==> config.mk <==
export PLATFORM = sky130hd
export DESIGN_NAME = gated_moving_average_detector
export DESIGN_NICKNAME = d
export VERILOG_FILES = /design/src/rtl/core/gmad_pkg.sv /design/src/rtl/core/gmad_ram.sv /design/src/rtl/core/gmad_front.sv /design/src/rtl/core/gmad_back.sv /design/src/rtl/core/gated_moving_average_detector.sv
export SDC_FILE = /design/constraint.sdc
export NUM_CORES = 2
export LEC_CHECK = 0
export BUFFER_PORTS_ARGS = -buffer_cell sky130_fd_sc_hd__buf_2
export CAP_MARGIN = 0
export CELL_PAD_IN_SITES_DETAIL_PLACEMENT = 0
export CELL_PAD_IN_SITES_GLOBAL_PLACEMENT = 1
export CORE_UTILIZATION = 40
export CTS_BUF_LIST = sky130_fd_sc_hd__clkbuf_8
export CTS_CLUSTER_DIAMETER = 50
export DETAILED_ROUTE_END_ITERATION = 16
export PLACE_DENSITY = 0.63
export SYNTH_ARGS = -nofsm -noshare
export SYNTH_HDL_FRONTEND = slang
export SYNTH_SLANG_ARGS = --single-unit
==> constraint.sdc <==
create_clock -name clk -period 11.6 [get_ports clk]
set_input_delay 1.16 -clock clk [delete_from_list [all_inputs] [get_ports clk]]
set_output_delay 1.16 -clock clk [all_outputs]
set_load 0.05 [all_outputs]
==> src/rtl/core/gmad_pkg.sv <==
`timescale 1ns / 1ps
`default_nettype none
package gmad_pkg;

  localparam int DATA_W    = 16;
  localparam int SUM_W     = 23;
  localparam int DIV_SHIFT = 30;
  localparam int PROD_W    = SUM_W + DIV_SHIFT;
  localparam int CFG_IDX_W = 2;

  localparam logic CMD_SAMPLE    = 1'b0;
  localparam logic CMD_CALIBRATE = 1'b1;

  localparam logic [CFG_IDX_W-1:0] CFG_GATE_LOW      = 2'd0;
  localparam logic [CFG_IDX_W-1:0] CFG_GATE_HIGH     = 2'd1;
  localparam logic [CFG_IDX_W-1:0] CFG_DETECT_MARGIN = 2'd2;

  localparam logic [DATA_W-1:0] GATE_LOW_RST      = 16'd960;
  localparam logic [DATA_W-1:0] GATE_HIGH_RST     = 16'd1900;
  localparam logic [DATA_W-1:0] DETECT_MARGIN_RST = 16'd10;

  typedef struct packed {
    logic              command;
    logic [DATA_W-1:0] capture_value;
  } in_item_t;

  typedef struct packed {
    logic              accepted;
    logic [DATA_W-1:0] mean_value;
    logic              metal_present;
    logic [DATA_W-1:0] setpoint_value;
  } out_item_t;

  typedef struct packed {
    logic              calib;
    logic              acc;
    logic [DATA_W-1:0] cap;
  } queue_item_t;

endpackage
`default_nettype wire

==> src/rtl/core/gmad_ram.sv <==
`timescale 1ns / 1ps
`default_nettype none
module gmad_ram #(
  parameter int WIDTH = 16,
  parameter int DEPTH = 100
) (
  input  wire logic                            clk,
  input  wire logic                            we,
  input  wire logic [$clog2(DEPTH)-1:0]        waddr,
  input  wire logic [WIDTH-1:0]                wdata,
  input  wire logic [$clog2(DEPTH)-1:0]        raddr,
  output logic      [WIDTH-1:0]                rdata
);

  logic [WIDTH-1:0] mem [DEPTH];

  always_ff @(posedge clk) begin
    if (we) begin
      mem[waddr] <= wdata;
    end
    rdata <= mem[raddr];
  end

endmodule
`default_nettype wire

==> src/rtl/core/gmad_front.sv <==
`timescale 1ns / 1ps
`default_nettype none
module gmad_front (
  input  wire logic                                  clk,
  input  wire logic                                  rst_n,
  input  wire logic                                  in_valid,
  output logic                                       in_ready,
  input  wire gmad_pkg::in_item_t                    in_data,
  input  wire logic                                  cfg_we,
  input  wire logic [gmad_pkg::CFG_IDX_W-1:0]        cfg_index,
  input  wire logic [gmad_pkg::DATA_W-1:0]           cfg_wdata,
  output logic                                       q_valid,
  input  wire logic                                  q_ready,
  output gmad_pkg::queue_item_t                      q_item,
  output logic      [gmad_pkg::DATA_W-1:0]           detect_margin
);

  logic [gmad_pkg::DATA_W-1:0] gate_low_r;
  logic [gmad_pkg::DATA_W-1:0] gate_high_r;
  logic [gmad_pkg::DATA_W-1:0] margin_r;

  gmad_pkg::queue_item_t slot_r [2];
  logic                  wr_ptr_r;
  logic                  rd_ptr_r;
  logic [1:0]            count_r;
  logic [1:0]            count_nxt;
  logic                  push;
  logic                  pop;
  gmad_pkg::queue_item_t item;

  always_ff @(posedge clk) begin
    if (!rst_n) begin
      gate_low_r  <= gmad_pkg::GATE_LOW_RST;
      gate_high_r <= gmad_pkg::GATE_HIGH_RST;
      margin_r    <= gmad_pkg::DETECT_MARGIN_RST;
    end else if (cfg_we) begin
      unique case (cfg_index)
        gmad_pkg::CFG_GATE_LOW:      gate_low_r  <= cfg_wdata;
        gmad_pkg::CFG_GATE_HIGH:     gate_high_r <= cfg_wdata;
        gmad_pkg::CFG_DETECT_MARGIN: margin_r    <= cfg_wdata;
        default: ;
      endcase
    end
  end

  // Classify the beat: a sample passes only strictly inside the gate.
  always_comb begin
    item.calib = (in_data.command == gmad_pkg::CMD_CALIBRATE);
    item.acc   = (in_data.command == gmad_pkg::CMD_SAMPLE) &&
                 (in_data.capture_value > gate_low_r) &&
                 (in_data.capture_value < gate_high_r);
    item.cap   = in_data.capture_value;
  end

  assign in_ready = (count_r != 2'd2);
  assign push     = in_valid && in_ready;
  assign q_valid  = (count_r != 2'd0);
  assign pop      = q_valid && q_ready;
  assign q_item   = slot_r[rd_ptr_r];
  assign detect_margin = margin_r;

  always_comb begin
    count_nxt = count_r;
    if (push && !pop) begin
      count_nxt = count_r + 2'd1;
    end else if (pop && !push) begin
      count_nxt = count_r - 2'd1;
    end
  end

  always_ff @(posedge clk) begin
    if (!rst_n) begin
      wr_ptr_r <= 1'b0;
      rd_ptr_r <= 1'b0;
      count_r  <= 2'd0;
    end else begin
      if (push) wr_ptr_r <= !wr_ptr_r;
      if (pop)  rd_ptr_r <= !rd_ptr_r;
      count_r <= count_nxt;
    end
  end

  always_ff @(posedge clk) begin
    if (push) begin
      slot_r[wr_ptr_r] <= item;
    end
  end

endmodule
`default_nettype wire

==> src/rtl/core/gmad_back.sv <==
`timescale 1ns / 1ps
`default_nettype none
module gmad_back #(
  parameter int WINDOW = 100
) (
  input  wire logic                             clk,
  input  wire logic                             rst_n,
  input  wire logic                             q_valid,
  output logic                                  q_ready,
  input  wire gmad_pkg::queue_item_t            q_item,
  input  wire logic [gmad_pkg::DATA_W-1:0]      detect_margin,
  output logic                                  out_valid,
  input  wire logic                             out_ready,
  output gmad_pkg::out_item_t                   out_data
);

  localparam int ADDR_W = $clog2(WINDOW);
  localparam int unsigned RECIP_I =
    ((2 ** gmad_pkg::DIV_SHIFT) + WINDOW - 1) / WINDOW;
  localparam logic [gmad_pkg::DIV_SHIFT-1:0] RECIP = gmad_pkg::DIV_SHIFT'(RECIP_I);

  logic                         adv;
  logic                         ring_we;
  logic [ADDR_W-1:0]            wp_r;
  logic [ADDR_W-1:0]            wp_nxt;
  logic                         wrapped_r;
  logic                         wrapped_nxt;
  logic [gmad_pkg::DATA_W-1:0]  ram_rdata;
  logic [gmad_pkg::DATA_W-1:0]  old_val;
  logic [gmad_pkg::SUM_W-1:0]   sum_r;
  logic [gmad_pkg::SUM_W-1:0]   sum_nxt;
  logic [gmad_pkg::PROD_W-1:0]  prod;
  logic [gmad_pkg::DATA_W-1:0]  mean_r;
  logic [gmad_pkg::DATA_W-1:0]  baseline_r;
  logic                         detect_r;
  logic                         detect_nxt;
  logic                         p1_v_r;
  logic                         p1_calib_r;
  logic                         p1_acc_r;
  logic                         p2_v_r;
  logic                         p2_acc_r;
  logic                         out_valid_r;
  gmad_pkg::out_item_t          out_data_r;

  // Whole pipe moves together; freeze only when the result beat is stuck.
  assign adv     = !out_valid_r || out_ready;
  assign q_ready = adv;
  assign ring_we = adv && q_valid && q_item.acc;

  always_comb begin
    wp_nxt      = wp_r;
    wrapped_nxt = wrapped_r;
    if (ring_we) begin
      if (wp_r == ADDR_W'(WINDOW - 1)) begin
        wp_nxt      = '0;
        wrapped_nxt = 1'b1;
      end else begin
        wp_nxt = wp_r + ADDR_W'(1);
      end
    end
  end

  // Read ahead at the next slot so the oldest entry is ready when its
  // replacement shows up. Until the first wrap every slot still reads as zero.
  gmad_ram #(
    .WIDTH (gmad_pkg::DATA_W),
    .DEPTH (WINDOW)
  ) u_ring (
    .clk   (clk),
    .we    (ring_we),
    .waddr (wp_r),
    .wdata (q_item.cap),
    .raddr (wp_nxt),
    .rdata (ram_rdata)
  );

  assign old_val = wrapped_r ? ram_rdata : '0;
  assign sum_nxt = sum_r - gmad_pkg::SUM_W'(old_val) + gmad_pkg::SUM_W'(q_item.cap);

  // Divide by the window with a reciprocal multiply, exact for 23-bit sums.
  assign prod = gmad_pkg::PROD_W'(sum_r) * gmad_pkg::PROD_W'(RECIP);

  assign detect_nxt = p2_acc_r ?
    ({1'b0, mean_r} > ({1'b0, baseline_r} + {1'b0, detect_margin})) : detect_r;

  always_ff @(posedge clk) begin
    if (!rst_n) begin
      wp_r        <= '0;
      wrapped_r   <= 1'b0;
      sum_r       <= '0;
      mean_r      <= '0;
      baseline_r  <= '0;
      detect_r    <= 1'b0;
      p1_v_r      <= 1'b0;
      p2_v_r      <= 1'b0;
      out_valid_r <= 1'b0;
    end else if (adv) begin
      wp_r      <= wp_nxt;
      wrapped_r <= wrapped_nxt;
      if (ring_we) sum_r <= sum_nxt;
      if (p1_v_r && p1_acc_r) begin
        mean_r <= prod[gmad_pkg::DIV_SHIFT +: gmad_pkg::DATA_W];
      end
      if (p1_v_r && p1_calib_r) baseline_r <= mean_r;
      if (p2_v_r) detect_r <= detect_nxt;
      p1_v_r      <= q_valid;
      p2_v_r      <= p1_v_r;
      out_valid_r <= p2_v_r;
    end
  end

  always_ff @(posedge clk) begin
    if (adv) begin
      p1_calib_r <= q_item.calib;
      p1_acc_r   <= q_item.acc;
      p2_acc_r   <= p1_acc_r;
      out_data_r.accepted       <= p2_acc_r;
      out_data_r.mean_value     <= mean_r;
      out_data_r.metal_present  <= detect_nxt;
      out_data_r.setpoint_value <= baseline_r;
    end
  end

  assign out_valid = out_valid_r;
  assign out_data  = out_data_r;

endmodule
`default_nettype wire

==> src/rtl/core/gated_moving_average_detector.sv <==
`timescale 1ns / 1ps
`default_nettype none
// Gated moving-average metal detector.
// Input beats carry a command and a timer capture value. A sample strictly
// inside (gate_low, gate_high) replaces the oldest ring entry; a calibrate
// beat copies the current window mean into the setpoint. Every input beat
// yields exactly one result beat: accepted flag, mean, metal flag, setpoint.
// Configuration: cfg_we writes cfg_wdata to register cfg_index
// (0 gate_low, 1 gate_high, 2 detect_margin); other indexes are dropped.
// Throughput: one beat per cycle, sustained while out_ready stays high. The ring update, the
// reciprocal-multiply divide and the threshold compare each own one stage.
// Path: an accepted input passes the queue slot, sum, mean and output registers.
// Reset: ring entries count as zero until the write pointer first wraps, so
// no clearing pass is needed; input is taken in the cycle after reset.
// Stall: while out_valid is high and out_ready low the result holds, the
// back end freezes, and the two-entry queue soaks up input until in_ready
// drops.
module gated_moving_average_detector #(
  parameter int WINDOW = 100
) (
  input  wire logic                              clk,
  input  wire logic                              rst_n,
  input  wire logic                              in_valid,
  output logic                                   in_ready,
  input  wire gmad_pkg::in_item_t                in_data,
  output logic                                   out_valid,
  input  wire logic                              out_ready,
  output gmad_pkg::out_item_t                    out_data,
  input  wire logic                              cfg_we,
  input  wire logic [gmad_pkg::CFG_IDX_W-1:0]    cfg_index,
  input  wire logic [gmad_pkg::DATA_W-1:0]       cfg_wdata
);

  logic                         q_valid;
  logic                         q_ready;
  gmad_pkg::queue_item_t        q_item;
  logic [gmad_pkg::DATA_W-1:0]  detect_margin;

  gmad_front u_front (
    .clk           (clk),
    .rst_n         (rst_n),
    .in_valid      (in_valid),
    .in_ready      (in_ready),
    .in_data       (in_data),
    .cfg_we        (cfg_we),
    .cfg_index     (cfg_index),
    .cfg_wdata     (cfg_wdata),
    .q_valid       (q_valid),
    .q_ready       (q_ready),
    .q_item        (q_item),
    .detect_margin (detect_margin)
  );

  gmad_back #(
    .WINDOW (WINDOW)
  ) u_back (
    .clk           (clk),
    .rst_n         (rst_n),
    .q_valid       (q_valid),
    .q_ready       (q_ready),
    .q_item        (q_item),
    .detect_margin (detect_margin),
    .out_valid     (out_valid),
    .out_ready     (out_ready),
    .out_data      (out_data)
  );

endmodule
`default_nettype wire

# Word level (Yosys, flattened, before mapping)
# Memory sizes are Yosys's and may differ from the RTL's. A register that Yosys moved wholly into a read port is not among the register bits.
# Index checks and enable logic that the tools add are counted.
# word_totals
regBits	156
mem_bits_rw	1636
mem_count	2
# memory_table
name	words	word_bits	read_ports	rd_ports_with_merged_regs	wr	line	text
u_back.u_ring.mem	100	16	1	1	1	gmad_ram.sv:15	logic [WIDTH-1:0] mem [DEPTH];
u_front.slot_r	2	18	1	1	1	gmad_front.sv:22	gmad_pkg::queue_item_t slot_r [2];
# op_classes
add_sub_neg	6
n_mul	1
order_cmp	3
n_eq_ne	4
muxes	12
bitwise	1
n_reduce_logical	26
# op_table
operator	count
$mul 23x24->46 const B	1
$add 23x16->23	1
$sub 23x16->23	1
$add 16x16->17	1
$gt 16x17->1	1
$gt 16x16->1	1
$lt 16x16->1	1
$mux 16	1
$mux 7	2
$reduce_and 2->1	7
$logic_and 1x1->1	9
$add 7x1->7 const B	1
$eq 7x7->1 const B	1
$mux 1	7
$logic_not 1->1	5
$mux 2	2
$reduce_bool 2->1	2
$reduce_and 3->1	1
$add 2x1->2 const B	1
$eq 2x1->1 const B	1
$eq 2x2->1 const B	1
$logic_not 2->1	1
$ne 2x2->1 const B	1
$sub 2x1->2 const B	1
2 further kinds	2

# Logic depth before layout (Yosys ltp)
# depth
depth_word	6
mapped_depth	26

# Hierarchy
# Synthesis repeated with hierarchy kept, for this count alone.
# unflattened
cells_unflattened	4615
hier_area_um2	80988.9
# modules_own_cells
mod	instances	cells_per_inst	area_each_um2	seq_area_each_um2
gmad_ram	1	2669	61833.1	48366.4
gmad_back	1	1555	15107.0	2452.4
gmad_front	1	391	4048.9	2142.1

# Worst setup path before layout
# No wires, ideal clock.
# synth_timing
kind	flip-flop to flip-flop
startpoint	reg u_back.sum_r[6] (netlist name)
endpoint	reg u_back.mean_r[15] (netlist name)
t_arrival_ns	6.358
required_time_ns	11.514
slack_ns	5.156
stages_incl_launch_ff	25
n_path_buf	0
period_less_slack_ns	6.444
cell_sequence	dfxtp_1 -> inv_1 -> fa_1 -> inv_1 -> fa_1 -> inv_1 -> fa_1 -> fa_1 -> inv_1 -> fa_1 -> fa_1 -> inv_1 -> fa_1 -> inv_1 -> ha_1 -> nand2_1 -> nor3_1 -> o311ai_0 -> a2111o_1 -> nor3_1 -> nor2_1 -> a21oi_1 -> a211oi_1 -> xnor2_1 -> a211oi_1
# synth_via
elab_chain_len	1
# synth_lines
element	line	text
start: declaration	gmad_back.sv:30	logic [gmad_pkg::SUM_W-1:0] sum_r;
start signal: assignment	gmad_back.sv:100	if (ring_we) sum_r <= sum_nxt;
$mul 23x24->46	gmad_back.sv:81	assign prod = gmad_pkg::PROD_W'(sum_r) * gmad_pkg::PROD_W'(RECIP);
end signal: assignment	gmad_back.sv:102	mean_r <= prod[gmad_pkg::DIV_SHIFT +: gmad_pkg::DATA_W];
end: declaration	gmad_back.sv:33	logic [gmad_pkg::DATA_W-1:0] mean_r;
# Every way passes these cells.
# A chain may end at the register's enable or synchronous reset.

# Worst setup path in the final report
# Same ends and word-level chain as after synthesis.

==> impl_metrics.json <==
{
  "drtAntennaViolNets": 0,
  "timing.fmax_mhz": 142,
  "ys_warn_count": 0,
  "crit_path_frequent_cell": "fa_1",
  "post_cts_buffers": 0,
  "area_growth_pct": 12.1,
  "gp_congestion": 0.844,
  "cts_sinks": 1809,
  "cp.required_ns": 12.48,
  "ir_drop_mv": 0.229,
  "syn-num-nets": 5579,
  "reg2reg_to": "u_back.mean_r[15]$_SDFFE_PN0P_",
  "synth_seq_cells": 1809,
  "slew_headroom_pct": 11.2,
  "start_kind": "register",
  "tns_ns": 0,
  "min_to": "u_front.slot_r[0][0]$_DFFE_PP_",
  "fin_util_pct": 45.3,
  "grt_pass1_wl_um": 313000,
  "rows": 164,
  "layout_commonest_cell": "edfxtp_1",
  "wire_per_inst_um": 26.0,
  "synth_ff_type": "edfxtp_1",
  "grt.total_usage_pct": 21.0,
  "async_flop_share_pct": 0,
  "drtIter0Drc": 4102,
  "worstSetupPathType": "register to register",
  "p_total_mw": 23.4,
  "crit_start": "u_back.sum_r[6]$_SDFFE_PN0P_",
  "grt_start_max_net_pins": 102,
  "rsz0062_at_grt": "no",
  "die_y_um": 452,
  "cp_max_fo": 8,
  "hold_path.startpoint": "in_data[0]",
  "outcome": "complete, no violations",
  "drt_wl_total_um": 214000,
  "clock-root-buffer": "clkbuf_8",
  "hold_violations": 0,
  "first_pass_iters": 5,
  "final_area_um2": 90800,
  "cp.arrival_ns": 7.93,
  "finalCriticalPeriod_ns": 7.05,
  "worstSetupEndpointType": "register",
  "die_area_um2": 204000,
  "drc": 0,
  "fp.dieW_um": 452,
  "cts_resized": 0,
  "slowest_delay_ns": 0.53,
  "io_buffer_count": 75,
  "synth_area_um2": 81000,
  "regToRegStartpoint": "u_back.sum_r[6]$_SDFFE_PN0P_",
  "tritoncts": "done",
  "whs_path_depth": 1,
  "nets": 5926,
  "period_share_pct": 60.7,
  "cts_made_buffers": 322,
  "leakagePower_nw": 33.0,
  "synth.avg_cell_area_um2": 16.2,
  "cts.path.max_buffers": 4,
  "synth_cell_types": 78,
  "start_util_pct": 40.4,
  "vias": 44200,
  "crit_chain": "inv_1 -> fa_1 -> inv_1 -> fa_1 -> inv_1 -> fa_1 -> fa_1 -> inv_1 -> fa_1 -> fa_1 -> inv_1 -> fa_1 -> inv_1 -> ha_1 -> nand2_1 -> nor3_1 -> o311ai_0 -> a2111o_1 -> nor3_1 -> nor2_1 -> a21oi_1 -> a211oi_1 -> xnor2_1 -> a211oi_1",
  "layout-drive-gt1-share_pct": 18.6,
  "h-tree-depth": 5,
  "dp_hpwl_um": 133000,
  "seq_area_frac_synth_pct": 65.4,
  "synth_cells": 5000,
  "ff2ff_path_depth": 24,
  "worstMarginPinSlew_ns": 1.33,
  "p_per_area_nw_per_um2": 257,
  "hold_class": "primary input to register",
  "grt_pass1_vias": 45300,
  "fin_skew_ns": 0.108,
  "fillers": 17700,
  "clk_pin_slew_ns": 0.06,
  "dp_cells": 7679,
  "layout.cells.non_filler": 8223,
  "grt_overflow": 0,
  "ff2ff_setup_slack_ns": 4.55,
  "antenna_found_initial": 9,
  "placed_area_um2": 85100,
  "final_cell_mix": "1673 x edfxtp_1, 625 x nand2_1, 498 x inv_1",
  "synth-edff-count": 1673,
  "coreArea_um2": 200000,
  "pin_count": 76,
  "maxSlewViolCount": 0,
  "ctsHoldBuffers": 0,
  "maxCapViolCount": 0,
  "cp_slowest_cell": "dfxtp_1",
  "finalSetupViolCount": 0,
  "clk_latency_ns": 1.04,
  "viasPerCell": 5.37
}
==> layer usage <==
layer  share of wire (%)  routed length [um]  global-route usage [%]
met3                 5.6               11900                    3.33
met4                 2.5                5340                    6.27
met5                   0                   0                       0
met1                  43               92900                    29.0
met2                  48              104000                    34.2
==> layout make-up <==
class	count	area [um2]	area share [%]
inverter	405	1550	1.71
clock buffer	336	4620	5.10
antenna	2	5.00	0.00551
sequential	1809	53000	58.4
tap	2656	3320	3.66
timing repair buffer	243	1670	1.84
multi-input combinational	2566	25600	28.2
clock inverter	206	1030	1.13
==> critical path: cells and delay by family, from the launching register on <==
family / cells / cell delay [ns]
xor gates and xnor gates: 1 / 0.16
AOI/OAI and AO/OA: 5 / 1.41
DFF: 1 / 0.53
and+or+nand+nor: 4 / 0.63
buffers and inverters: 6 / 0.49
adders and majority gates: 8 / 3.74
==> cell families (layout without fill, tap and decap cells) <==
family,Yosys count,count (layout),synth area share [%]
fa+ha+maj,539,539,10.3
buf+inv,625,1190,3.17
flops,1809,1809,65.4
other cells,0,2,0
xor+xnor,58,58,0.650
mux,406,406,10.9
simple gates,1107,1107,5.99
compound gates,456,456,3.66
==> synthesized netlist by cell type (12+ instances only) <==
| library cell | n | area (um2) |
|---|---|---|
| edfxtp_1 | 1673 | 50200 |
| nand2_1 | 625 | 2350 |
| inv_1 | 404 | 1520 |
| mux4_2 | 376 | 8470 |
| ha_1 | 328 | 4100 |
| fa_1 | 211 | 4220 |
| nor2_1 | 162 | 608 |
| dfxtp_1 | 136 | 2720 |
| a21oi_1 | 135 | 676 |
| nand3_1 | 108 | 541 |
| clkbuf_1 | 98 | 368 |
| and3_1 | 69 | 432 |
| buf_2 | 61 | 305 |
| a31oi_1 | 59 | 369 |
| o21ai_0 | 52 | 260 |
| a21o_1 | 40 | 300 |
| nand4_1 | 40 | 250 |
| buf_4 | 35 | 263 |
| a311oi_1 | 32 | 280 |
| xnor2_1 | 32 | 280 |
| o211ai_1 | 31 | 233 |
| mux2i_1 | 25 | 250 |
| xor2_1 | 25 | 219 |
| buf_1 | 24 | 90.1 |
| and2_1 | 21 | 131 |
| nand2b_1 | 17 | 106 |
| nor3_1 | 15 | 75.1 |
| o22ai_1 | 14 | 87.6 |
| a22oi_1 | 13 | 97.6 |
| o21a_1 | 13 | 97.6 |
| nor2b_1 | 12 | 75.1 |
==> metrics by stage <==
step | setup WS (ns) | hold WS [ns]
2_1_floorplan | 5.16 | 0.434
3_3_place_gp | 4.53 | 0.444
3_5_place_dp | 4.50 | 0.447
4_1_cts | 4.49 | 0.311
5_1_grt | 4.17 | 0.348
6_report | 4.55 | 0.411
==> worst max path at each step <==
stage                                           endpoint  slack [ns]  cells after the start
final                     u_back.mean_r[15]$_SDFFE_PN0P_        4.55                     24
after CTS                 u_back.mean_r[15]$_SDFFE_PN0P_        4.49                     24
after global placement    u_back.mean_r[15]$_SDFFE_PN0P_        4.53                     24
after floorplan           u_back.mean_r[15]$_SDFFE_PN0P_        5.16                     24
after global routing      u_back.mean_r[15]$_SDFFE_PN0P_        4.17                     24
after detailed placement  u_back.mean_r[15]$_SDFFE_PN0P_        4.50                     24
==> report_power, final <==
group	leakage (nW)	switching, mW	internal [mW]
logic	13.5	6.04	3.84
registers	16.3	0.195	7.92
clock network	3.28	2.56	2.81
total	33.0	8.79	14.6
==> sequential cells by signal (all words and copies together), names as in the netlist, named ones only <==
name	count
u_back.p1_calib_r	1
u_back.mean_r	16
u_back.p2_acc_r	1
u_front.rd_ptr_r	1
u_back.out_valid	1
u_front.gate_low_r	16
u_back.p2_v_r	1
u_back.wp_r	7
u_front.detect_margin	16
u_front.slot_r	36
u_back.wrapped_r	1
u_back.out_data	34
u_back.u_ring.mem	1600
u_front.gate_high_r	16
u_back.p1_v_r	1
u_back.p1_acc_r	1
u_front.count_r	2
u_back.sum_r	23
u_back.u_ring.rdata	16
u_back.baseline_r	16
u_back.detect_r	1
u_front.wr_ptr_r	1
(Power assumes the default switching activity.)
